$ cat config.mk
export PLATFORM = sky130hd
export DESIGN_NAME = multichannel_scan_sample_filter
export DESIGN_NICKNAME = d
export VERILOG_FILES = /design/src/rtl/core/mssf_pkg.sv /design/src/rtl/core/multichannel_scan_sample_filter.sv /design/src/rtl/core/mssf_hist_mem.sv
export SDC_FILE = /design/constraint.sdc
export NUM_CORES = 1
export LEC_CHECK = 0
export ABC_AREA = 1
export ABC_CLOCK_PERIOD_IN_PS = 7700
export BUFFER_PORTS_ARGS = -buffer_cell sky130_fd_sc_hd__buf_2
export CORE_MARGIN = 1.5
export CORE_UTILIZATION = 55
export CTS_BUF_LIST = sky130_fd_sc_hd__clkbuf_8 sky130_fd_sc_hd__clkbuf_16
export DETAILED_ROUTE_END_ITERATION = 10
export PLACE_DENSITY = 0.72
export SKIP_LAST_GASP = 1
export SYNTH_ARGS = -nofsm -noshare
export SYNTH_HDL_FRONTEND = slang
export SYNTH_HIERARCHICAL = 1
export SYNTH_SLANG_ARGS = --single-unit
$ cat constraint.sdc
create_clock -name clk -period 7.7 [get_ports clk]
set_input_delay 0.77 -clock clk [delete_from_list [all_inputs] [get_ports clk]]
set_output_delay 0.77 -clock clk [all_outputs]
set_load 0.005 [all_outputs]
$ cat src/rtl/core/mssf_pkg.sv
// Shared types and constants for the multichannel scan sample filter.
package mssf_pkg;

    // Configuration register indexes
    localparam logic [1:0] CFG_FILTER_MODE   = 2'd0;
    localparam logic [1:0] CFG_WINDOW_LENGTH = 2'd1;

    // Filter mode codes (the unused code passes the raw sample)
    localparam logic [1:0] MODE_RAW    = 2'd0;
    localparam logic [1:0] MODE_MEAN   = 2'd1;
    localparam logic [1:0] MODE_MEDIAN = 2'd2;

    // Port and field widths
    localparam int CFG_INDEX_W    = 2;
    localparam int CFG_DATA_W     = 8;
    localparam int MODE_W         = 2;
    localparam int WLEN_W         = 3;
    localparam int SAMPLE_FIELD_W = 16;
    localparam int S_TDATA_W      = 16;
    localparam int S_TUSER_W      = 1;
    localparam int CH_FIELD_W     = 3;
    localparam int VALUE_FIELD_W  = 20;
    localparam int SEL_FIELD_W    = 3;
    localparam int M_TDATA_W      = 32;
    localparam int M_PAD_W        = M_TDATA_W - CH_FIELD_W - VALUE_FIELD_W - SEL_FIELD_W;

    // Sequencer states
    typedef enum logic [2:0] {
        ST_IDLE,
        ST_READ,
        ST_DIV,
        ST_MLOAD,
        ST_MCMP,
        ST_DONE
    } mssf_state_t;

endpackage

$ cat src/rtl/core/multichannel_scan_sample_filter.sv
// Top level of the multichannel scan sample filter: sequencer, shared arithmetic and ports.
//
//  Channel | Direction | Handshake           | Payload
//  --------+-----------+---------------------+-----------------------------------------
//  cfg     | in        | cfg_valid/cfg_ready | cfg_index, cfg_data
//  s_axis  | in        | s_tvalid/s_tready   | s_tdata raw_sample, s_tuser conversion_ok
//  m_axis  | out       | m_tvalid/m_tready   | m_tdata channel, value, next select
//
// A failed conversion is only accepted and gives no result; a raw result is accepted, then loaded.
// Mean reads the W words of the ring, then runs 23 steps of the bit-serial divider.
// Median reads the W words of the ring, then makes P <= W candidate passes of the comparator.
// W is the effective window. Reset clears the written flags of the history at once.
// The input is not ready while an item is in work; a result waiting in the output
// register stalls only the load of the next result, not the next transaction.
module multichannel_scan_sample_filter
    import mssf_pkg::*;
#(
    parameter int NUM_CHANNELS = 8,
    parameter int MAX_WINDOW   = 7,
    parameter int SAMPLE_BITS  = 16
) (
    input  logic                   clk,
    input  logic                   rst_n,
    input  logic                   cfg_valid,
    output logic                   cfg_ready,
    input  logic [CFG_INDEX_W-1:0] cfg_index,
    input  logic [CFG_DATA_W-1:0]  cfg_data,
    input  logic                   s_tvalid,
    output logic                   s_tready,
    input  logic [S_TDATA_W-1:0]   s_tdata,   // [15:0] raw_sample
    input  logic [S_TUSER_W-1:0]   s_tuser,   // [0] conversion_ok
    output logic                   m_tvalid,
    input  logic                   m_tready,
    output logic [M_TDATA_W-1:0]   m_tdata    // [2:0] channel_index, [22:3] filtered_value,
                                              // [25:23] next_select
);

    localparam int CH_W   = (NUM_CHANNELS > 1) ? $clog2(NUM_CHANNELS) : 1;
    localparam int WIN_W  = $clog2(MAX_WINDOW + 1);
    localparam int IDX_W  = (MAX_WINDOW > 1) ? $clog2(MAX_WINDOW) : 1;
    localparam int DEPTH  = NUM_CHANNELS * MAX_WINDOW;
    localparam int ADDR_W = (DEPTH > 1) ? $clog2(DEPTH) : 1;
    localparam int SUM_W  = SAMPLE_BITS + WIN_W;
    localparam int DVD_W  = SUM_W + 4;
    localparam int VAL_W  = SAMPLE_BITS + 4;
    localparam int DCNT_W = $clog2(DVD_W + 1);

    mssf_state_t state_reg, state_next;

    logic [MODE_W-1:0]      mode_reg;
    logic [WLEN_W-1:0]      wlen_reg;
    logic [CH_W-1:0]        scan_reg;
    logic [WIN_W-1:0]       slot_reg [NUM_CHANNELS];

    logic [CH_W-1:0]        ch_reg;
    logic [CH_W-1:0]        nsel_reg;
    logic [ADDR_W-1:0]      base_reg;
    logic [VAL_W-1:0]       res_reg;

    logic [WIN_W-1:0]       rd_cnt_reg;
    logic                   cap_en_reg;
    logic [IDX_W-1:0]       cap_idx_reg;
    logic [SAMPLE_BITS-1:0] win_buf_reg [MAX_WINDOW];
    logic [SUM_W-1:0]       sum_reg;

    logic [DVD_W-1:0]       dq_reg;
    logic [WIN_W-1:0]       rem_reg;
    logic [DCNT_W-1:0]      dcnt_reg;

    logic [SAMPLE_BITS-1:0] cand_reg;
    logic [WIN_W-1:0]       i_reg;
    logic [WIN_W-1:0]       j_reg;
    logic [WIN_W-1:0]       lt_reg;
    logic [WIN_W-1:0]       le_reg;

    logic                   m_tvalid_reg;
    logic [CH_FIELD_W-1:0]  out_ch_reg;
    logic [VALUE_FIELD_W-1:0] out_val_reg;
    logic [SEL_FIELD_W-1:0] out_nsel_reg;

    logic                   in_acc;
    logic                   conv_ok;
    logic [SAMPLE_BITS-1:0] sample;
    logic [WIN_W-1:0]       w_eff;
    logic [WIN_W-1:0]       k_med;
    logic [CH_W-1:0]        ch_cur;
    logic [CH_W-1:0]        ch_next;
    logic [WIN_W-1:0]       slot_cur;
    logic [WIN_W-1:0]       slot_adv;
    logic [WIN_W-1:0]       slot_new;
    logic [ADDR_W-1:0]      base_cur;
    logic                   wr_en;
    logic [ADDR_W-1:0]      wr_addr;
    logic                   rd_en;
    logic [ADDR_W-1:0]      rd_addr;
    logic [SAMPLE_BITS-1:0] mem_data;
    logic                   read_done;
    logic                   out_free;
    logic                   load_out;

    logic [WIN_W:0]         trial;
    logic                   div_ge;
    logic [WIN_W-1:0]       rem_n;
    logic [DVD_W-1:0]       dq_n;
    logic                   div_last;

    logic [WIN_W-1:0]       med_sel;
    logic [SAMPLE_BITS-1:0] med_word;
    logic [WIN_W-1:0]       lt_n;
    logic [WIN_W-1:0]       le_n;
    logic                   med_found;
    logic                   last_j;

    // Configuration writes are taken at any time
    assign cfg_ready = 1'b1;

    // Input fields
    assign in_acc  = s_tvalid && s_tready;
    assign conv_ok = s_tuser[0];
    assign sample  = s_tdata[SAMPLE_BITS-1:0];

    // Clamp the window length into 1..MAX_WINDOW
    always_comb
    begin
        if (wlen_reg == '0)
        begin
            w_eff = WIN_W'(1);
        end
        else if (wlen_reg > WLEN_W'(MAX_WINDOW))
        begin
            w_eff = WIN_W'(MAX_WINDOW);
        end
        else
        begin
            w_eff = WIN_W'(wlen_reg);
        end
    end

    assign k_med = w_eff >> 1;

    // Channel and ring slot of the current transaction
    assign ch_cur   = (32'(scan_reg) >= NUM_CHANNELS) ? '0 : scan_reg;
    assign ch_next  = (ch_cur == CH_W'(NUM_CHANNELS - 1)) ? '0 : ch_cur + CH_W'(1);
    assign slot_cur = (32'(slot_reg[ch_cur]) >= MAX_WINDOW) ? '0 : slot_reg[ch_cur];
    assign slot_adv = slot_cur + WIN_W'(1);
    assign slot_new = (slot_adv >= w_eff) ? '0 : slot_adv;
    assign base_cur = ADDR_W'(32'(ch_cur) * MAX_WINDOW);
    assign wr_addr  = base_cur + ADDR_W'(slot_cur);

    // Ring read sequence finishes once every issued read has been captured
    assign read_done = (rd_cnt_reg == w_eff) && !cap_en_reg;

    // Bit-serial restoring divider step
    assign trial    = {rem_reg, dq_reg[DVD_W-1]};
    assign div_ge   = trial >= {1'b0, w_eff};
    assign rem_n    = div_ge ? WIN_W'(trial - {1'b0, w_eff}) : WIN_W'(trial);
    assign dq_n     = {dq_reg[DVD_W-2:0], div_ge};
    assign div_last = dcnt_reg == DCNT_W'(DVD_W - 1);

    // Rank comparator for the median search
    assign med_sel   = (state_reg == ST_MLOAD) ? i_reg : j_reg;
    assign med_word  = win_buf_reg[med_sel[IDX_W-1:0]];
    assign lt_n      = lt_reg + WIN_W'(med_word < cand_reg);
    assign le_n      = le_reg + WIN_W'(med_word <= cand_reg);
    assign med_found = (lt_n <= k_med) && (le_n > k_med);
    assign last_j    = j_reg == (w_eff - WIN_W'(1));

    assign out_free = !m_tvalid_reg || m_tready;

    // Next state
    always_comb
    begin
        state_next = state_reg;
        case (state_reg)
            ST_IDLE:
            begin
                if (in_acc && conv_ok)
                begin
                    if (mode_reg == MODE_MEAN || mode_reg == MODE_MEDIAN)
                    begin
                        state_next = ST_READ;
                    end
                    else
                    begin
                        state_next = ST_DONE;
                    end
                end
            end
            ST_READ:
            begin
                if (read_done)
                begin
                    state_next = (mode_reg == MODE_MEAN) ? ST_DIV : ST_MLOAD;
                end
            end
            ST_DIV:
            begin
                if (div_last)
                begin
                    state_next = ST_DONE;
                end
            end
            ST_MLOAD:
            begin
                state_next = ST_MCMP;
            end
            ST_MCMP:
            begin
                if (last_j)
                begin
                    state_next = med_found ? ST_DONE : ST_MLOAD;
                end
            end
            ST_DONE:
            begin
                if (out_free)
                begin
                    state_next = ST_IDLE;
                end
            end
            default:
            begin
                state_next = ST_IDLE;
            end
        endcase
    end

    // Control outputs of the sequencer
    always_comb
    begin
        s_tready = (state_reg == ST_IDLE);
        wr_en    = in_acc && conv_ok;
        rd_en    = (state_reg == ST_READ) && (rd_cnt_reg < w_eff);
        rd_addr  = base_reg + ADDR_W'(rd_cnt_reg);
        load_out = (state_reg == ST_DONE) && out_free;
    end

    // History rings of all channels
    mssf_hist_mem #(
        .DEPTH  (DEPTH),
        .ADDR_W (ADDR_W),
        .DATA_W (SAMPLE_BITS)
    ) u_hist_mem (
        .clk     (clk),
        .rst_n   (rst_n),
        .wr_en   (wr_en),
        .wr_addr (wr_addr),
        .wr_data (sample),
        .rd_en   (rd_en),
        .rd_addr (rd_addr),
        .rd_data (mem_data)
    );

    // Control state: registers, scan position, slots, sequencer counters, output valid
    always_ff @(posedge clk or negedge rst_n)
    begin
        if (!rst_n)
        begin
            state_reg    <= ST_IDLE;
            mode_reg     <= MODE_RAW;
            wlen_reg     <= WLEN_W'(1);
            scan_reg     <= '0;
            for (int n = 0; n < NUM_CHANNELS; n++)
            begin
                slot_reg[n] <= '0;
            end
            rd_cnt_reg   <= '0;
            cap_en_reg   <= 1'b0;
            dcnt_reg     <= '0;
            i_reg        <= '0;
            j_reg        <= '0;
            m_tvalid_reg <= 1'b0;
        end
        else
        begin
            state_reg <= state_next;

            // Register writes
            if (cfg_valid)
            begin
                case (cfg_index)
                    CFG_FILTER_MODE:   mode_reg <= cfg_data[MODE_W-1:0];
                    CFG_WINDOW_LENGTH: wlen_reg <= cfg_data[WLEN_W-1:0];
                    default:           ;
                endcase
            end

            // Advance the scan on every transaction; move the slot on a good one
            if (in_acc)
            begin
                scan_reg <= ch_next;
                if (conv_ok)
                begin
                    slot_reg[ch_cur] <= slot_new;
                end
                rd_cnt_reg <= '0;
                cap_en_reg <= 1'b0;
            end

            // Issue ring reads
            if (state_reg == ST_READ)
            begin
                cap_en_reg <= rd_en;
                if (rd_en)
                begin
                    rd_cnt_reg <= rd_cnt_reg + WIN_W'(1);
                end
                if (read_done)
                begin
                    dcnt_reg <= '0;
                    i_reg    <= '0;
                end
            end

            // Step the divider
            if (state_reg == ST_DIV)
            begin
                dcnt_reg <= dcnt_reg + DCNT_W'(1);
            end

            // Walk the median comparisons
            if (state_reg == ST_MLOAD)
            begin
                j_reg <= '0;
            end
            if (state_reg == ST_MCMP)
            begin
                j_reg <= j_reg + WIN_W'(1);
                if (last_j)
                begin
                    i_reg <= i_reg + WIN_W'(1);
                end
            end

            // Hold the result until the downstream transaction completes
            if (load_out)
            begin
                m_tvalid_reg <= 1'b1;
            end
            else if (m_tready)
            begin
                m_tvalid_reg <= 1'b0;
            end
        end
    end

    // Datapath registers
    always_ff @(posedge clk)
    begin
        if (in_acc)
        begin
            ch_reg   <= ch_cur;
            nsel_reg <= ch_next;
            base_reg <= base_cur;
            res_reg  <= VAL_W'({sample, 4'b0000});
            sum_reg  <= '0;
        end

        // Capture ring words and accumulate
        if (cap_en_reg)
        begin
            win_buf_reg[cap_idx_reg] <= mem_data;
            sum_reg                  <= sum_reg + SUM_W'(mem_data);
        end
        if (rd_en)
        begin
            cap_idx_reg <= rd_cnt_reg[IDX_W-1:0];
        end

        // Load the divider with sum times sixteen
        if (state_reg == ST_READ && read_done)
        begin
            dq_reg  <= {sum_reg, 4'b0000};
            rem_reg <= '0;
        end
        if (state_reg == ST_DIV)
        begin
            dq_reg  <= dq_n;
            rem_reg <= rem_n;
            if (div_last)
            begin
                res_reg <= dq_n[VAL_W-1:0];
            end
        end

        // Median candidate load and rank counts
        if (state_reg == ST_MLOAD)
        begin
            cand_reg <= med_word;
            lt_reg   <= '0;
            le_reg   <= '0;
        end
        if (state_reg == ST_MCMP)
        begin
            lt_reg <= lt_n;
            le_reg <= le_n;
            if (last_j && med_found)
            begin
                res_reg <= VAL_W'({cand_reg, 4'b0000});
            end
        end

        // Output payload
        if (load_out)
        begin
            out_ch_reg   <= CH_FIELD_W'(ch_reg);
            out_val_reg  <= VALUE_FIELD_W'(res_reg);
            out_nsel_reg <= SEL_FIELD_W'(nsel_reg);
        end
    end

    assign m_tvalid = m_tvalid_reg;
    assign m_tdata  = {{M_PAD_W{1'b0}}, out_nsel_reg, out_val_reg, out_ch_reg};

    // Scan position never leaves the channel range
    a_scan_range: assert property (@(posedge clk) disable iff (!rst_n)
        32'(scan_reg) < NUM_CHANNELS)
        else $error("scan channel out of range");

    // A result appears only from the load step of the sequencer
    a_out_from_done: assert property (@(posedge clk) disable iff (!rst_n)
        $rose(m_tvalid_reg) |-> $past(state_reg == ST_DONE))
        else $error("result raised outside the load step");

    // Divider remainder stays below the window
    a_rem_range: assert property (@(posedge clk) disable iff (!rst_n)
        (state_reg == ST_DIV) |-> (rem_reg < w_eff))
        else $error("divider remainder not below window");

    // Median search finds its element before running out of candidates
    a_med_bound: assert property (@(posedge clk) disable iff (!rst_n)
        (state_reg == ST_MCMP || state_reg == ST_MLOAD) |-> (i_reg < w_eff))
        else $error("median search ran past the window");

endmodule

$ cat src/rtl/core/mssf_hist_mem.sv
// History sample memory with per-entry written flags; unwritten entries read as zero.
module mssf_hist_mem #(
    parameter int DEPTH  = 56,
    parameter int ADDR_W = 6,
    parameter int DATA_W = 16
) (
    input  logic              clk,
    input  logic              rst_n,
    input  logic              wr_en,
    input  logic [ADDR_W-1:0] wr_addr,
    input  logic [DATA_W-1:0] wr_data,
    input  logic              rd_en,
    input  logic [ADDR_W-1:0] rd_addr,
    output logic [DATA_W-1:0] rd_data
);

    logic [DATA_W-1:0] mem [DEPTH];
    logic [DEPTH-1:0]  written_reg;
    logic [DATA_W-1:0] rd_q_reg;
    logic              rd_hit_reg;

    // Track which entries have been written since reset
    always_ff @(posedge clk or negedge rst_n)
    begin
        if (!rst_n)
        begin
            written_reg <= '0;
            rd_hit_reg  <= 1'b0;
        end
        else
        begin
            if (wr_en)
            begin
                written_reg[wr_addr] <= 1'b1;
            end
            if (rd_en)
            begin
                rd_hit_reg <= written_reg[rd_addr];
            end
        end
    end

    // Write port and registered read port
    always_ff @(posedge clk)
    begin
        if (wr_en)
        begin
            mem[wr_addr] <= wr_data;
        end
        if (rd_en)
        begin
            rd_q_reg <= mem[rd_addr];
        end
    end

    assign rd_data = rd_hit_reg ? rd_q_reg : '0;

endmodule

==> flow_summary.yaml <==
outcome:
  status: "completed"
clock_tree:
  cts_root_buffer: "clkbuf_16"
  cts_tree: "yes"
  cts_inserted_buffers: 120
  ctsHtreeMaxLevel: 3
  clock_sinks: 1259
  cts.path.max_buffers: 3
  cts_setup_buffers: 0
  clkLatencyLatePin_ns: 0.72
  hold_buffers: 0
  clk_pin_slew_worst_paths_ns: 0.06
  cts_resized: 0
synth:
  synth_area_per_cell_um2: 11.65
  synth-seq-cells: 1259
  synth_commonest_cells: "edfxtp_1 (1131), nand2_1 (704), nor2_1 (653)"
  yosysSeqAreaShare: 0.7023
  yosysMostFrequentCell: "edfxtp_1"
  synth_cell_type_count: 50
  postSynthCellCount: 4532
  synth_warnings: 6
  synth_area_leader_cell: "edfxtp_1"
  synth_edf_count: 1131
  synth-async-reset-ratio: 0.08578
  synth_top_area_frac: 0.6435
  syn_area_mm2: 0.05278
  yosys-top-cells-area: "edfxtp_1 (64%), o21ai_0 (5.1%), dfrtp_1 (5.1%), nand2_1 (5.0%), nor2_1 (4.6%)"
  synth_flop_cell: "edfxtp_1"
global_routing:
  track_usage: 0.2658
  grt_antenna_before_repair: 3
  grt_max_degree: 238
  grt_first_pass_wirelength_um: 198300
  grt_pass1_vias: 33100
  grt_overflow: 0
worst_setup_path:
  crit_path_max_fanout: 46
  slowest_stage: "nand2_1"
  critPathArrivalTime_ns: 6.74
  required_ns: 8.31
  endpoint_kind: "register"
  start_kind: "register"
  cpPeakStageDelay_ns: 0.79
  path_class: "reg2reg"
floorplanning:
  fp.dieH_um: 312.8
  rows: 113
  initial_core_util: 0.5555
  core_area_mm2: 0.09501
  die_area_mm2: 0.09783
  pin_count: 67
  die_x_um: 312.8
placed_design:
  port_buffers: 54
  gp_congestion: 0.8970
  place_hpwl_um: 71030
  place_area_mm2: 0.05425
drt:
  drt_iter0_drc: 4164
  drt_wl_total_um: 131100
  drtAntennaViolNets: 0
  vias_per_cell: 5.909
  dr.pass1.iters: 6
  num_vias: 35030
  post_drt_wl_per_cell_um: 22.11
  drc: 0
timing:
  fin_crit_sh: 0.7966
  clock_skew_ns: 0.05423
  whs_ns: 0.2217
  tightest_slew_ns: 1.267
  min_period_ns: 6.133
  slew_headroom: 0.1555
  hold_viol_final: 0
  drv_slew: 0
  tns_ns: 0
  grt_setup_unrepaired: "false"
  max_freq_mhz: 163.0
  setup_viol: 0
power_and_ir_drop:
  power_leakage_nw: 21.41
  vdd_drop_max_mv: 0.5291
  power_density_mw_per_mm2: 453.2
hold_path:
  hp-class: "in2async"
layout:
  area_growth_pct: 10.28
  postLayoutCoreUtil: 0.6126
  largest_reg_flops: 896
  nets: 4667
  fin_area_mm2: 0.05820
  drive_gt1_frac: 0.08516
job:
  drv_cap: 0
## worst paths after layout
kind | start | to | slack, ns | depth (start not counted)
setup / recovery | state_reg[2] | res_reg[11] | 1.57 | 26
max in group asynchronous | rst_n | slot_reg[11] | 6.22 | 2
min in group clk | m_tready | m_tvalid | 0.31 | 2
hold / removal | rst_n | u_hist_mem/written_reg[28] | 0.22 | 1
setup reg to reg | state_reg[2] | res_reg[11] | 1.57 | 26
hold reg to reg | res_reg[3] | out_val_reg[3] | 0.41 | 0
## area by class of cell
| class | instances | area, um2 |
|---|---|---|
| antenna | 1 | 2.502 |
| clock buffer | 131 | 3166 |
| clock inverter | 97 | 790.8 |
| fill | 7321 | 36810 |
| inverter | 247 | 947.2 |
| multi-input combinational | 2776 | 13580 |
| sequential | 1259 | 37070 |
| tap | 1265 | 1583 |
| timing repair buffer | 152 | 1071 |
## through the flow
step | worst slack [ns] | power [mW] | std cells
floorplan | 3.681 | 16.79 | 4537
global placement | 1.820 | 20.16 | 5699
detailed placement | 1.693 | 20.42 | 5699
CTS | 1.658 | 26.29 | 5927
global route | 1.029 | 27.92 | 5927
finish | 1.567 | 26.38 | 5928
## cells in the final DEF, fill, tap and decap left out, drive strengths merged, types with 10 or more instances in the layout
cell type	synthesis	routed
buf	125	152
dfrtp	107	107
or2	37	37
nor3	20	20
bufinv	0	11
clkbuf	130	131
nand2	706	706
ha	72	72
xnor2	10	10
edfxtp	1131	1131
nor2	657	657
inv	245	279
a21oi	62	62
nand4	18	18
o211ai	80	80
clkinv	2	49
dfxtp	20	20
o22ai	146	146
nand3	272	272
o21ai	638	638
## cells by family (layout without fill, tap and decap cells)
group,count (synthesis),in the layout,synth area share
AND/OR/NAND/NOR,1714,1714,0.1324
flip-flops,1259,1259,0.7023
AO/OA/AOI/OAI,956,956,0.1000
buffers and inverters,502,627,0.04210
adder cells (fa/ha/maj),79,79,0.01972
XOR/XNOR,19,19,0.003153
other,2,8,0.0001423
multiplexers,1,1,0.0001897
## report_power, final
group          internal, mW  total, mW  switching, mW
registers              8.39       8.76          0.375
logic                  3.23       11.8           8.55
clock network          3.32       5.84           2.52
total                  14.9       26.4           11.4
## critical path: cells and delay by family, from the launching register on
family | cells | cell delay (ns)
simple gates | 10 | 1.73
compound gates | 8 | 1.84
buf+inv | 4 | 0.80
fa+ha+maj | 4 | 1.17
flops | 1 | 0.44
## layer usage
layer,GRT usage,wire length [um],vias up
met1,0.3702,52900,17070
met4,0.1013,4940,0
met2,0.4309,62520,1611
li1,-,-,16070
met3,0.03441,10720,276
met5,0,0,-
Note: power is estimated with default switching activity, not from simulation.
